File: src/design/akf_pkg.sv
// shared types, codes and saturation helpers for the angle/rate kalman filter
// used by angle_rate_kalman_filter; no dependencies
package akf_pkg;

   typedef struct packed {
      logic signed [24:0] angle_meas;
      logic signed [27:0] rate_meas;
   } req_type;

   typedef struct packed {
      logic signed [31:0] angle_est;
      logic signed [31:0] rate_est;
   } rsp_type;

   localparam logic [2:0] CSR_TIME_STEP   = 3'd0;
   localparam logic [2:0] CSR_ANGLE_NOISE = 3'd1;
   localparam logic [2:0] CSR_BIAS_NOISE  = 3'd2;
   localparam logic [2:0] CSR_MEAS_NOISE  = 3'd3;

   // one entry per multiply or divide of a filter step, in issue order
   typedef enum logic [3:0] {
      OP_PRED = 4'd0,
      OP_P00  = 4'd1,
      OP_P01  = 4'd2,
      OP_K0   = 4'd3,
      OP_K1   = 4'd4,
      OP_ANG  = 4'd5,
      OP_BIAS = 4'd6,
      OP_AA   = 4'd7,
      OP_AB   = 4'd8,
      OP_BA   = 4'd9,
      OP_BB   = 4'd10
   } op_type;

   function automatic logic signed [31:0] sat32(input logic signed [34:0] v);
      logic signed [31:0] r;
      if (v > 35'sh0_7FFF_FFFF) begin
         r = 32'sh7FFF_FFFF;
      end else if (v < -35'sh0_8000_0000) begin
         r = 32'sh8000_0000;
      end else begin
         r = v[31:0];
      end
      return r;
   endfunction

   function automatic logic signed [31:0] fx_add(input logic signed [33:0] a,
                                                 input logic signed [33:0] b);
      return sat32(35'(a) + 35'(b));
   endfunction

   function automatic logic signed [31:0] fx_sub(input logic signed [33:0] a,
                                                 input logic signed [33:0] b);
      return sat32(35'(a) - 35'(b));
   endfunction

endpackage

File: src/design/akf_mul.sv
// bit-serial signed multiplier, one multiplier bit per cycle, with
// round-half-up rescale and 32-bit saturation
module akf_mul #(
   parameter int FRAC_BITS = 16
) (
   input  logic               clock,
   input  logic               reset,
   input  logic               start,
   input  logic signed [32:0] op_a,
   input  logic signed [32:0] op_b,
   output logic               done,
   output logic signed [31:0] result
);
   logic               busy_ff, busy_in;
   logic               fin_ff, fin_in;
   logic               done_ff, done_in;
   logic [5:0]         cnt_ff, cnt_in;
   logic signed [33:0] hi_ff, hi_in;
   logic [32:0]        lo_ff, lo_in;
   logic signed [32:0] a_ff, a_in;
   logic signed [31:0] res_ff, res_in;
   logic signed [33:0] t;
   logic signed [66:0] prod, rnd, shf;

   always_comb begin
      busy_in = busy_ff;
      fin_in  = 1'b0;
      done_in = 1'b0;
      cnt_in  = cnt_ff;
      hi_in   = hi_ff;
      lo_in   = lo_ff;
      a_in    = a_ff;
      res_in  = res_ff;
      t       = hi_ff;
      prod    = $signed({hi_ff, lo_ff});
      rnd     = prod + (67'sd1 <<< (FRAC_BITS - 1));
      shf     = rnd >>> FRAC_BITS;
      if (start && !busy_ff) begin
         busy_in = 1'b1;
         cnt_in  = '0;
         hi_in   = '0;
         lo_in   = op_b;
         a_in    = op_a;
      end else if (busy_ff) begin
         // the sign bit of the multiplier carries negative weight
         if (lo_ff[0]) begin
            t = (cnt_ff == 6'd32) ? hi_ff - 34'(a_ff) : hi_ff + 34'(a_ff);
         end
         hi_in  = {t[33], t[33:1]};
         lo_in  = {t[0], lo_ff[32:1]};
         cnt_in = cnt_ff + 6'd1;
         if (cnt_ff == 6'd32) begin
            busy_in = 1'b0;
            fin_in  = 1'b1;
         end
      end
      if (fin_ff) begin
         done_in = 1'b1;
         if (shf > 67'sh7FFF_FFFF) begin
            res_in = 32'sh7FFF_FFFF;
         end else if (shf < -67'sh8000_0000) begin
            res_in = 32'sh8000_0000;
         end else begin
            res_in = shf[31:0];
         end
      end
   end

   always_ff @(posedge clock) begin
      if (reset) begin
         busy_ff <= 1'b0;
         fin_ff  <= 1'b0;
         done_ff <= 1'b0;
         cnt_ff  <= '0;
      end else begin
         busy_ff <= busy_in;
         fin_ff  <= fin_in;
         done_ff <= done_in;
         cnt_ff  <= cnt_in;
      end
      hi_ff  <= hi_in;
      lo_ff  <= lo_in;
      a_ff   <= a_in;
      res_ff <= res_in;
   end

   assign done   = done_ff;
   assign result = res_ff;

   a_fin_after_busy: assert property (@(posedge clock) disable iff (reset)
      fin_ff |-> $past(busy_ff) && !busy_ff)
      else $error("multiplier finished without running");
   a_done_after_fin: assert property (@(posedge clock) disable iff (reset)
      done_ff |-> $past(fin_ff))
      else $error("multiplier done without rescale");
   a_no_overlap: assert property (@(posedge clock) disable iff (reset)
      busy_ff |-> !fin_ff)
      else $error("multiplier busy during rescale");
endmodule

File: src/design/akf_div.sv
// restoring divider for gains: (num * 2^FRAC_BITS) / den, one quotient bit
// per cycle, truncated toward zero and saturated
module akf_div #(
   parameter int FRAC_BITS = 16
) (
   input  logic               clock,
   input  logic               reset,
   input  logic               start,
   input  logic signed [31:0] num,
   input  logic signed [31:0] den,
   output logic               done,
   output logic signed [31:0] quot
);
   localparam int QW = 32 + FRAC_BITS;
   localparam int CW = $clog2(QW);

   logic              busy_ff, busy_in;
   logic              done_ff, done_in;
   logic              neg_ff, neg_in;
   logic [CW-1:0]     cnt_ff, cnt_in;
   logic [31:0]       rem_ff, rem_in;
   logic [31:0]       dm_ff, dm_in;
   logic [QW-1:0]     q_ff, q_in;
   logic signed [31:0] res_ff, res_in;
   logic [32:0]       r2;
   logic              bit_q;
   logic [QW-1:0]     q_next;
   logic [31:0]       nm;

   always_comb begin
      busy_in = busy_ff;
      done_in = 1'b0;
      neg_in  = neg_ff;
      cnt_in  = cnt_ff;
      rem_in  = rem_ff;
      dm_in   = dm_ff;
      q_in    = q_ff;
      res_in  = res_ff;
      nm      = num[31] ? 32'(-num) : num;
      r2      = {rem_ff, q_ff[QW-1]};
      bit_q   = (r2 >= {1'b0, dm_ff});
      q_next  = {q_ff[QW-2:0], bit_q};
      if (start && !busy_ff) begin
         if (den == 32'sd0) begin
            // zero denominator gives a zero gain
            res_in  = '0;
            done_in = 1'b1;
         end else begin
            busy_in = 1'b1;
            cnt_in  = '0;
            rem_in  = '0;
            neg_in  = num[31] ^ den[31];
            dm_in   = den[31] ? 32'(-den) : den;
            q_in    = {nm, {FRAC_BITS{1'b0}}};
         end
      end else if (busy_ff) begin
         rem_in = bit_q ? 32'(r2 - {1'b0, dm_ff}) : r2[31:0];
         q_in   = q_next;
         cnt_in = cnt_ff + CW'(1);
         if (cnt_ff == CW'(QW - 1)) begin
            busy_in = 1'b0;
            done_in = 1'b1;
            if (!neg_ff) begin
               res_in = (q_next > QW'(32'h7FFF_FFFF)) ? 32'sh7FFF_FFFF
                                                       : $signed(q_next[31:0]);
            end else begin
               res_in = (q_next > QW'(33'h1_0000_0000 >> 1)) ? 32'sh8000_0000
                        : $signed(32'(QW'(0) - q_next));
            end
         end
      end
   end

   always_ff @(posedge clock) begin
      if (reset) begin
         busy_ff <= 1'b0;
         done_ff <= 1'b0;
         cnt_ff  <= '0;
      end else begin
         busy_ff <= busy_in;
         done_ff <= done_in;
         cnt_ff  <= cnt_in;
      end
      neg_ff <= neg_in;
      rem_ff <= rem_in;
      dm_ff  <= dm_in;
      q_ff   <= q_in;
      res_ff <= res_in;
   end

   assign done = done_ff;
   assign quot = res_ff;

   a_rem_below_den: assert property (@(posedge clock) disable iff (reset)
      busy_ff |-> rem_ff < dm_ff)
      else $error("divider remainder out of range");
   a_done_once: assert property (@(posedge clock) disable iff (reset)
      done_ff |-> !busy_ff)
      else $error("divider done while still running");
   a_den_nonzero: assert property (@(posedge clock) disable iff (reset)
      busy_ff |-> dm_ff != 32'd0)
      else $error("divider running on zero denominator");
endmodule

File: src/design/angle_rate_kalman_filter.sv
// two-state angle/gyro-bias kalman filter, top level with step sequencer
// instantiates akf_mul and akf_div; uses akf_pkg
//
// Each request beat carries one angle and one rate sample; one response beat
// returns the filtered angle and the bias-corrected rate. A step issues nine
// multiplies and two divides in turn on one bit-serial multiplier and one
// restoring divider, which skips its iterations when the denominator is zero.
// After the response is loaded the sequencer returns to idle, where the next
// request is taken. One item is in work at a time; a finished result waits
// in the response register while the next request is taken. Configuration
// writes should be made only while no item is in work.
module angle_rate_kalman_filter #(
   parameter int FRAC_BITS = 16
) (
   input  logic            clock,
   input  logic            reset,
   input  logic            req_valid,
   output logic            req_ready,
   input  akf_pkg::req_type req_data,
   output logic            rsp_valid,
   input  logic            rsp_ready,
   output akf_pkg::rsp_type rsp_data,
   input  logic            csr_we,
   input  logic [2:0]      csr_index,
   input  logic [22:0]     csr_wdata
);
   localparam longint ONE = longint'(1) << FRAC_BITS;
   localparam logic [16:0] RST_TS = 17'((ONE * 1 + 50) / 100);
   localparam logic [15:0] RST_QA = 16'((ONE * 2 + 500) / 1000);
   localparam logic [15:0] RST_QB = 16'((ONE * 35 + 5000) / 10000);
   localparam logic [22:0] RST_R  = 23'((ONE * 6 + 5) / 10);
   localparam logic signed [31:0] RST_COV = 32'(ONE);

   typedef enum logic [4:0] {
      ST_IDLE   = 5'b00001,
      ST_LAUNCH = 5'b00010,
      ST_WAIT   = 5'b00100,
      ST_WRITE  = 5'b01000,
      ST_OUT    = 5'b10000
   } state_type;

   state_type state_ff, state_in;
   akf_pkg::op_type op_ff, op_in;

   logic [16:0] ts_ff;
   logic [15:0] qa_ff, qb_ff;
   logic [22:0] r_ff;

   logic signed [31:0] angle_ff, bias_ff, aa_ff, ab_ff, ba_ff, bb_ff;
   logic signed [24:0] meas_ff;
   logic signed [27:0] rate_ff;
   logic signed [31:0] pred_ff, err_ff, p00_ff, p01_ff, p10_ff, p11_ff, den_ff;
   logic signed [31:0] k0_ff, k1_ff, rout_ff;

   logic               rsp_valid_ff, rsp_valid_in;
   akf_pkg::rsp_type   rsp_data_ff;

   logic               is_div, mul_start, div_start, mul_done, div_done;
   logic signed [32:0] mul_a, mul_b;
   logic signed [31:0] div_num, mul_res, div_res, pred_w, bias_w;
   logic signed [33:0] ts_ext;

   assign ts_ext = $signed({17'b0, ts_ff});
   assign is_div = (op_ff == akf_pkg::OP_K0) || (op_ff == akf_pkg::OP_K1);
   assign mul_start = (state_ff == ST_LAUNCH) && !is_div;
   assign div_start = (state_ff == ST_LAUNCH) && is_div;
   assign div_num = (op_ff == akf_pkg::OP_K0) ? p00_ff : p10_ff;

   always_comb begin
      mul_a = 33'(k0_ff);
      mul_b = 33'(err_ff);
      unique case (op_ff)
         akf_pkg::OP_PRED: begin
            mul_a = 33'(akf_pkg::fx_sub(34'(rate_ff), 34'(bias_ff)));
            mul_b = ts_ext[32:0];
         end
         akf_pkg::OP_P00: begin
            mul_a = 33'(akf_pkg::fx_add(34'(ab_ff), 34'(ba_ff)));
            mul_b = ts_ext[32:0];
         end
         akf_pkg::OP_P01: begin
            mul_a = 33'(bb_ff);
            mul_b = ts_ext[32:0];
         end
         akf_pkg::OP_ANG:  begin mul_a = 33'(k0_ff); mul_b = 33'(err_ff); end
         akf_pkg::OP_BIAS: begin mul_a = 33'(k1_ff); mul_b = 33'(err_ff); end
         akf_pkg::OP_AA:   begin mul_a = 33'(k0_ff); mul_b = 33'(p00_ff); end
         akf_pkg::OP_AB:   begin mul_a = 33'(k0_ff); mul_b = 33'(p01_ff); end
         akf_pkg::OP_BA:   begin mul_a = 33'(k1_ff); mul_b = 33'(p00_ff); end
         akf_pkg::OP_BB:   begin mul_a = 33'(k1_ff); mul_b = 33'(p01_ff); end
         default: begin
            mul_a = 33'(k0_ff);
            mul_b = 33'(err_ff);
         end
      endcase
   end

   akf_mul #(.FRAC_BITS(FRAC_BITS)) u_mul (
      .clock  (clock),
      .reset  (reset),
      .start  (mul_start),
      .op_a   (mul_a),
      .op_b   (mul_b),
      .done   (mul_done),
      .result (mul_res)
   );

   akf_div #(.FRAC_BITS(FRAC_BITS)) u_div (
      .clock (clock),
      .reset (reset),
      .start (div_start),
      .num   (div_num),
      .den   (den_ff),
      .done  (div_done),
      .quot  (div_res)
   );

   assign pred_w = akf_pkg::fx_add(34'(angle_ff), 34'(mul_res));
   assign bias_w = akf_pkg::fx_add(34'(bias_ff), 34'(mul_res));

   always_comb begin
      state_in = state_ff;
      op_in    = op_ff;
      unique case (state_ff)
         ST_IDLE: begin
            if (req_valid) begin
               state_in = ST_LAUNCH;
               op_in    = akf_pkg::OP_PRED;
            end
         end
         ST_LAUNCH: state_in = ST_WAIT;
         ST_WAIT: begin
            if ((is_div && div_done) || (!is_div && mul_done)) begin
               state_in = ST_WRITE;
            end
         end
         ST_WRITE: begin
            if (op_ff == akf_pkg::OP_BB) begin
               state_in = ST_OUT;
            end else begin
               state_in = ST_LAUNCH;
               op_in    = akf_pkg::op_type'(op_ff + 4'd1);
            end
         end
         ST_OUT: begin
            if (!rsp_valid_ff || rsp_ready) begin
               state_in = ST_IDLE;
            end
         end
         default: state_in = ST_IDLE;
      endcase
   end

   always_comb begin
      rsp_valid_in = rsp_valid_ff && !rsp_ready;
      if ((state_ff == ST_OUT) && (!rsp_valid_ff || rsp_ready)) begin
         rsp_valid_in = 1'b1;
      end
   end

   always_ff @(posedge clock) begin
      if (reset) begin
         state_ff     <= ST_IDLE;
         op_ff        <= akf_pkg::OP_PRED;
         rsp_valid_ff <= 1'b0;
         ts_ff        <= RST_TS;
         qa_ff        <= RST_QA;
         qb_ff        <= RST_QB;
         r_ff         <= RST_R;
         angle_ff     <= '0;
         bias_ff      <= '0;
         aa_ff        <= RST_COV;
         ab_ff        <= '0;
         ba_ff        <= '0;
         bb_ff        <= RST_COV;
      end else begin
         state_ff     <= state_in;
         op_ff        <= op_in;
         rsp_valid_ff <= rsp_valid_in;
         if (csr_we) begin
            priority case (csr_index)
               akf_pkg::CSR_TIME_STEP:   ts_ff <= csr_wdata[16:0];
               akf_pkg::CSR_ANGLE_NOISE: qa_ff <= csr_wdata[15:0];
               akf_pkg::CSR_BIAS_NOISE:  qb_ff <= csr_wdata[15:0];
               akf_pkg::CSR_MEAS_NOISE:  r_ff  <= csr_wdata;
               default: ;
            endcase
         end
         if (state_ff == ST_WRITE) begin
            unique case (op_ff)
               akf_pkg::OP_ANG:  angle_ff <= akf_pkg::fx_add(34'(pred_ff), 34'(mul_res));
               akf_pkg::OP_BIAS: bias_ff  <= bias_w;
               akf_pkg::OP_AA:   aa_ff <= akf_pkg::fx_sub(34'(p00_ff), 34'(mul_res));
               akf_pkg::OP_AB:   ab_ff <= akf_pkg::fx_sub(34'(p01_ff), 34'(mul_res));
               akf_pkg::OP_BA:   ba_ff <= akf_pkg::fx_sub(34'(p10_ff), 34'(mul_res));
               akf_pkg::OP_BB:   bb_ff <= akf_pkg::fx_sub(34'(p11_ff), 34'(mul_res));
               default: ;
            endcase
         end
      end
      if (state_ff == ST_IDLE && req_valid) begin
         meas_ff <= req_data.angle_meas;
         rate_ff <= req_data.rate_meas;
      end
      if (state_ff == ST_WRITE) begin
         unique case (op_ff)
            akf_pkg::OP_PRED: begin
               pred_ff <= pred_w;
               err_ff  <= akf_pkg::fx_sub(34'(meas_ff), 34'(pred_w));
            end
            akf_pkg::OP_P00: begin
               p00_ff <= akf_pkg::fx_sub(
                  34'(akf_pkg::fx_add(34'(aa_ff), $signed({18'b0, qa_ff}))),
                  34'(mul_res));
            end
            akf_pkg::OP_P01: begin
               p01_ff <= akf_pkg::fx_sub(34'(ab_ff), 34'(mul_res));
               p10_ff <= akf_pkg::fx_sub(34'(ba_ff), 34'(mul_res));
               p11_ff <= akf_pkg::fx_add(34'(bb_ff), $signed({18'b0, qb_ff}));
               den_ff <= akf_pkg::fx_add(34'(p00_ff), $signed({11'b0, r_ff}));
            end
            akf_pkg::OP_K0:   k0_ff <= div_res;
            akf_pkg::OP_K1:   k1_ff <= div_res;
            akf_pkg::OP_BIAS: rout_ff <= akf_pkg::fx_sub(34'(rate_ff), 34'(bias_w));
            default: ;
         endcase
      end
      if ((state_ff == ST_OUT) && (!rsp_valid_ff || rsp_ready)) begin
         rsp_data_ff.angle_est <= angle_ff;
         rsp_data_ff.rate_est  <= rout_ff;
      end
   end

   assign req_ready = (state_ff == ST_IDLE);
   assign rsp_valid = rsp_valid_ff;
   assign rsp_data  = rsp_data_ff;

   a_rsp_from_out: assert property (@(posedge clock) disable iff (reset)
      $rose(rsp_valid_ff) |-> $past(state_ff == ST_OUT))
      else $error("response raised outside the output state");
   a_write_after_wait: assert property (@(posedge clock) disable iff (reset)
      (state_ff == ST_WRITE) |-> $past(state_ff == ST_WAIT))
      else $error("writeback without a finished unit");
   a_accept_starts: assert property (@(posedge clock) disable iff (reset)
      (req_valid && req_ready) |=> (state_ff == ST_LAUNCH) && (op_ff == akf_pkg::OP_PRED))
      else $error("accepted request did not start a step");
   a_one_unit: assert property (@(posedge clock) disable iff (reset)
      !(mul_start && div_start))
      else $error("both units launched together");
endmodule
File: config.mk
export PLATFORM = sky130hd
export DESIGN_NAME = angle_rate_kalman_filter
export DESIGN_NICKNAME = d
export VERILOG_FILES = /design/src/design/akf_pkg.sv /design/src/design/akf_mul.sv /design/src/design/akf_div.sv /design/src/design/angle_rate_kalman_filter.sv
export SDC_FILE = /design/constraint.sdc
export NUM_CORES = 2
export LEC_CHECK = 0
export ABC_AREA = 1
export ABC_CLOCK_PERIOD_IN_PS = 10200
export BUFFER_PORTS_ARGS = -buffer_cell sky130_fd_sc_hd__buf_2
export CORE_ASPECT_RATIO = 1.2
export CORE_MARGIN = 5
export CORE_UTILIZATION = 58
export CTS_CLUSTER_DIAMETER = 100
export DETAILED_ROUTE_END_ITERATION = 7
export MAX_ROUTING_LAYER = met4
export PLACE_DENSITY = 0.85
export SLEW_MARGIN = 5
export SYNTH_ARGS = -nofsm -noshare
export SYNTH_HDL_FRONTEND = slang
export SYNTH_SLANG_ARGS = --single-unit
export TNS_END_PERCENT = 100
File: constraint.sdc
create_clock -name clock -period 10.2 [get_ports clock]
set_input_delay 2.04 -clock clock [delete_from_list [all_inputs] [get_ports clock]]
set_output_delay 2.04 -clock clock [all_outputs]
set_load 0.01 [all_outputs]
=== After elaboration in Yosys (flattened, before gate mapping) ===
Index checks and enable logic that the tools add are counted.

* Register bits after elaboration: 1004
* Input port bits: 84
* Word-level logic and storage cells: 267

* Bitwise logic cells: 3
* Muxes and demuxes: 78
* Reductions and logical operators: 50
* $lt $le $gt $ge: 39
* Equal/unequal tests: 26
* $add $sub $neg: 27

{| class="wikitable"
|+ Operators with widths
! cell !! count
|-
| 32-bit 2-to-1 mux || 43
|-
| 33-bit by 32-bit greater-than comparator with 1-bit output (second input constant) || 17
|-
| 33-bit by 32-bit less-than comparator with 1-bit output (second input constant) || 17
|-
| 32-bit by 32-bit subtractor with 33-bit output || 7
|-
| 48-bit 2-to-1 mux || 3
|-
| 32-bit by 32-bit adder with 33-bit output || 4
|-
| 33-bit one-hot mux with 4 select lines || 1
|-
| 33-bit one-hot mux with 3 select lines || 1
|-
| 34-bit 2-to-1 mux || 2
|-
| 66-bit by 17-bit adder with 67-bit output (second input constant) || 1
|-
| 32-bit by 17-bit adder with 33-bit output || 2
|-
| 33-bit 2-to-1 mux || 2
|-
| 28-bit by 32-bit subtractor with 33-bit output || 2
|-
| 32-bit negator || 2
|-
| 51-bit by 32-bit greater-than comparator with 1-bit output (second input constant) || 1
|-
| 51-bit by 32-bit less-than comparator with 1-bit output (second input constant) || 1
|-
| 48-bit by 31-bit greater-than comparator with 1-bit output (second input constant) || 1
|-
| 48-bit by 32-bit greater-than comparator with 1-bit output (second input constant) || 1
|-
| 33-bit by 33-bit adder with 34-bit output || 1
|-
| 2-bit AND reduction || 17
|-
| 33-bit by 33-bit subtractor with 34-bit output || 1
|-
| 32-bit by 24-bit adder with 33-bit output || 1
|-
| 33-bit by 32-bit >= comparator with 1-bit output || 1
|-
| 25-bit by 32-bit subtractor with 33-bit output || 1
|-
| other kinds (37) || 93
|}

=== Longest topological paths before layout ===
* Depth after elaboration: 9
* Depth in mapped cells: 43
* Gate-level depth less buffers: 40

=== Cells and area by module ===
Synthesis repeated with hierarchy kept, for this count alone.

* Cell total of the unflattened synthesis: 9834
* Area total of the unflattened synthesis: 74277.5 um^2

{| class="wikitable"
|+ By module, submodules not included
! module !! area each (um^2) !! cells each !! instances
|-
| angle_rate_kalman_filter || 53684.0 || 7090 || 1
|-
| akf_div || 10725.3 || 1356 || 1
|-
| akf_mul || 9868.2 || 1388 || 1
|}

=== Least setup slack after synthesis ===
Ideal clock, no wire load.

* Path type: reg2reg
* From: reg state_ff[0]
* To: reg den_ff[0] (enable)
* Setup slack: -0.266 ns
* Buffers on the path: 1
* Stages on the path, launching flop included: 7
* Data required time: 9.427 ns
* Data arrival time: 9.693 ns
* Path through: dfxtp_1 > nor2_1 > nand2_1 > nor3_1 > inv_1 > clkbuf_1 > nor3_1

* Word-level cells in the longest chain between the ends: 2

{| class="wikitable"
|+ Ends and longest elaborated chain
! item !! RTL line !! source
|-
| start, declared || angle_rate_kalman_filter.sv:42 || <nowiki>state_type state_ff, state_in;</nowiki>
|-
| start signal, assigned || angle_rate_kalman_filter.sv:177 || <nowiki>state_ff <= state_in;</nowiki>
|-
| 5-bit by 4-bit equality test with 1-bit output || angle_rate_kalman_filter.sv:205 || <nowiki>if (state_ff == ST_WRITE) begin</nowiki>
|-
| 2-bit AND reduction (no source line) || - ||
|-
| end signal, assigned || angle_rate_kalman_filter.sv:220 || <nowiki>den_ff <= akf_pkg::fx_add(34'(p00_ff), $signed({11'b0, r_ff}));</nowiki>
|-
| end, declared || angle_rate_kalman_filter.sv:52 || <nowiki>logic signed [31:0] pred_ff, err_ff, p00_ff, p01_ff, p10_ff, p11_ff, den_ff;</nowiki>
|}

No other way between the ends.
A chain may end at the register's enable or synchronous reset.

=== Worst setup path after layout ===
* From: reg qa_ff[0]
* To: reg p00_ff[17], data pin

* Word-level cells in the longest chain between the ends: 9
* Elaborated cells on any way between the ends: 11
* Those cells by class: add/sub: 2; order compare: 4; mux: 5

{| class="wikitable"
|+ Ends and longest elaborated chain
! item !! RTL line !! source
|-
| start, declared || angle_rate_kalman_filter.sv:46 || <nowiki>logic [15:0] qa_ff, qb_ff;</nowiki>
|-
| start signal, assigned || angle_rate_kalman_filter.sv:183 || <nowiki>akf_pkg::CSR_ANGLE_NOISE: qa_ff <= csr_wdata[15:0];</nowiki>
|-
| 32-bit by 17-bit adder with 33-bit output * || akf_pkg.sv:49 || <nowiki>return sat32(35'(a) + 35'(b));</nowiki>
|-
| 33-bit by 32-bit less-than comparator with 1-bit output || akf_pkg.sv:39 || <nowiki>end else if (v < -35'sh0_8000_0000) begin</nowiki>
|-
| 32-bit 2-to-1 mux || akf_pkg.sv:39 ||
|-
| 32-bit 2-to-1 mux * || akf_pkg.sv:37 || <nowiki>if (v > 35'sh0_7FFF_FFFF) begin</nowiki>
|-
| 32-bit 2-to-1 mux * || angle_rate_kalman_filter.sv:206 || <nowiki>unique case (op_ff)</nowiki>
|-
| 32-bit 2-to-1 mux * || angle_rate_kalman_filter.sv:205 ||
|-
| 32-bit by 32-bit subtractor with 33-bit output * || akf_pkg.sv:54 || <nowiki>return sat32(35'(a) - 35'(b));</nowiki>
|-
| 33-bit by 32-bit less-than comparator with 1-bit output || akf_pkg.sv:39 ||
|-
| 32-bit 2-to-1 mux || akf_pkg.sv:39 ||
|-
| end signal, assigned || angle_rate_kalman_filter.sv:212 || <nowiki>p00_ff <= akf_pkg::fx_sub(</nowiki>
|-
| end, declared || angle_rate_kalman_filter.sv:52 ||
|}

Mark *: on every way between the ends. The rest lies on a longest branch, timed or not. The select of a mux whose other input is x is not followed.

==> flow_summary.toml <==
[placement]
dpl_cell_area_um2 = 74700
port_buffers = 149
detailed_place_hpwl_mm = 211
placed_cells_incl_taps = 11000
place.gp.congestion = 1.06

[clock_tree]
postCtsHoldBufs = 0
htree_levels = 3
cts.sinks = 1003
cts-root-to-sink-buffers = 3
cts-resized-gates = 0
post-cts-setup-buffer-count = 0
cts_made_buffers = 108
cts.clk_slew.worst_paths_ns = 0.07
tritoncts = "built"
clk-insertion-delay-late_ns = 0.79
cts-root-buf = "sky130_fd_sc_hd__clkbuf_16"

[power]
irDropWorstVdd_mv = 0.156
pwr-share-clk = 0.376
power.switching_fraction = 0.327
power.share.sequential = 0.414
pwr_density_cell_nw_per_um2 = 146
power.net_switching_mw = 3.75
internal_power_mw = 7.71
p_leak_nw = 34.8
power.share.combinational = 0.210

[cells_and_area]
multi_input_comb_area_um2 = 40700
final_cells = 11200
post_route_cells_drive_above_1_share = 0.0589
ff_latch_area_um2 = 26900
flow.area_growth_from_synthesis_pct = 8.55
num-fill-cells = 11000
finalInstanceArea_um2 = 78600
layout.nets = 10100

[setup_path]
crit_top_cell = "sky130_fd_sc_hd__nand2_1"
crit_type = "flop to flop"
required_time_of_the_critical_path_ns = 10.64
endpoint_kind = "flop"
startpoint_type = "flop"
timing.critical_path.buf_inv = 4
slowest_delay_ns = 0.78
critical_path_peak_fanout = 31
cpLargestDelayFamily = "simple AND/OR/NAND/NOR gates"
worst_ep_arrival_time_ns = 8.71
cp_slowest_cell = "sky130_fd_sc_hd__nand3_1"

[routing]
antenna_left = 0
routed_wirelength_mm = 273
route.vias.total = 68800
detail_route.wl_per_cell_um = 24.4
drt-pass1-iter-count = 6
average_vias_per_placed_instance = 6.16
drt_iter0_drc = 7522
post-route-drc-count = 0

[synth]
number_of_distinct_library_cell_variants_in_the_gate_level_netlist_after_synthesis = 66
synth.ff_latch_count = 1003
post_synth_most_frequent_cells = "sky130_fd_sc_hd__nand2_1 (2037), sky130_fd_sc_hd__inv_1 (992), sky130_fd_sc_hd__a21oi_1 (960), sky130_fd_sc_hd__o21ai_0 (889), sky130_fd_sc_hd__nor2_1 (690)"
synth.top_cells.by_area = "sky130_fd_sc_hd__edfxtp_1 (28%), sky130_fd_sc_hd__nand2_1 (11%), sky130_fd_sc_hd__ha_1 (9.7%), sky130_fd_sc_hd__dfxtp_1 (9.0%), sky130_fd_sc_hd__a21oi_1 (6.6%)"
post_syn_nets = 10000
synth_largest_type_area_fraction = 0.282
synth_cells = 9340
post-synth-top-area-cell = "sky130_fd_sc_hd__edfxtp_1"
synth_edf_count = 679
asyncSetResetFlopFracSynth = 0
netlist_area_um2 = 72400
synth.most_common_cell = "sky130_fd_sc_hd__nand2_1"
postSynth.topFlopCell = "sky130_fd_sc_hd__edfxtp_1"
synth.yosys.warnings = 0
post_synth.cell_area_avg_um2 = 7.75
synth_sequential_area_ratio = 0.371

[floorplan]
floorplan.rows = 142
die_height_um = 397
fp.dieW_um = 332
die_area_um2 = 132000
pin_count = 150
initial_core_util = 0.582
design.core.area_um2 = 124000

[outcome]
result_of_the_run = "complete, no violations"

[timing]
timing_max_transition_violations_final = 0
worst_pin_slew_ns = 1.31
fmax_mhz = 121
rsz0062_at_grt = "false"
final.period_utilization = 0.811
final_period_minus_worst_setup_slack_ns = 8.27
fin_skew_ns = 0.0559
finalSetupViolCount = 0
hold_violations = 0
timing.slew.headroom = 0.125
setup-tns-final_ns = 0

[grt]
grt_pass1_vias = 66600
met3_track_utilization_from_global_routing = 0.0698
antenna_found_initial = 4
grt_max_degree = 122
global_route.usage.met1 = 0.457
grt_busiest_layer = "met2"
grt_use_total = 0.410
grt-ovfl-total = 0
globalRouteMet2Util = 0.664
grt_pass1_wl_mm = 402

[min_path]
hold_path_class = "flop to flop"

[job]
maxCapViolCount = 0
-- cell type report --
class,count,area share
Antenna cell,6,0.000191
Clock buffer,121,0.0361
Clock inverter,83,0.0127
Inverter,1016,0.0486
Multi-Input combinational cell,7069,0.518
Sequential cell,1003,0.342
Tap cell,1656,0.0264
Timing Repair Buffer,214,0.0157
-- state kept, by name (all words and copies together), names as in the netlist, 33 cells and up --
signal,flops
rsp_data,64
u_div.q_ff,48
u_mul.hi_ff,33
u_mul.lo_ff,33
-- metrics by stage --
step                       util  setup WS [ns]  hold slack (ns)  power [mW]
after floorplan               -           3.66            0.400        6.36
after global placement    0.601           2.35            0.402        7.09
after detailed placement  0.601           2.19            0.405        7.13
after CTS                 0.632           2.16            0.415        11.4
after global routing      0.632           1.31            0.424        11.9
final                     0.632           1.93            0.419        11.5
-- worst paths after layout --
kind                                  start      endpoint  slack (ns)  cells past startpoint
worst max-delay path               qa_ff[0]    p00_ff[17]        1.93                     34
worst min-delay path            rout_ff[14]  rsp_data[14]        0.42                      0
worst max register to register     qa_ff[0]    p00_ff[17]        1.93                     34
worst min register to register  rout_ff[14]  rsp_data[14]        0.42                      0
-- cells in the final DEF (no fill, tap or decap), types with 42 or more instances in the layout --
cell type,instances
sky130_fd_sc_hd__o211ai_1,52
sky130_fd_sc_hd__nand3_1,324
sky130_fd_sc_hd__a21oi_1,958
sky130_fd_sc_hd__nor4_1,52
sky130_fd_sc_hd__nand4_1,165
sky130_fd_sc_hd__dfxtp_1,324
sky130_fd_sc_hd__edfxtp_1,679
sky130_fd_sc_hd__buf_4,65
sky130_fd_sc_hd__nand2_1,2036
sky130_fd_sc_hd__xnor2_1,235
sky130_fd_sc_hd__buf_2,149
sky130_fd_sc_hd__a221oi_1,42
sky130_fd_sc_hd__clkbuf_16,109
sky130_fd_sc_hd__inv_1,989
sky130_fd_sc_hd__nor3_1,148
sky130_fd_sc_hd__nand2_2,46
sky130_fd_sc_hd__o21ai_0,889
sky130_fd_sc_hd__ha_1,562
sky130_fd_sc_hd__o21bai_1,69
sky130_fd_sc_hd__a22oi_1,42
sky130_fd_sc_hd__xor2_1,409
sky130_fd_sc_hd__nor2_1,677
-- cells by family (layout without fill, tap and decap cells) --
| group | after synthesis | count (layout) | share of synthesized area |
|---|---|---|---|
| AOI/OAI and AO/OA | 2254 | 2254 | 0.170 |
| xor gates and xnor gates | 644 | 644 | 0.0779 |
| adders and majority gates | 581 | 581 | 0.102 |
| buffers and inverters | 1268 | 1434 | 0.0676 |
| DFF | 1003 | 1003 | 0.371 |
| muxes | 12 | 12 | 0.00166 |
| other | 0 | 6 | 0 |
| and+or+nand+nor | 3578 | 3578 | 0.209 |
-- layer usage --
metal | wire (µm) | share of wire | vias to the layer above
met1 | 97100 | 0.36 | 32000
met5 | 0 | 0 | -
met4 | 26200 | 0.096 | 0
li1 | - | - | 32100
met2 | 125000 | 0.46 | 3672
met3 | 24200 | 0.089 | 1010
-- power by group through the flow --
stage                     Clock [mW]  Sequential, mW  Combinational (mW)
after floorplan                    0            4.74                1.62
final                           4.31            4.74                2.41
after detailed placement           0            4.82                2.31
after CTS                       4.32            4.73                2.33
after global placement             0            4.82                2.28
after global routing            4.48            4.75                2.62
Note: power is estimated with default switching activity, not from simulation.
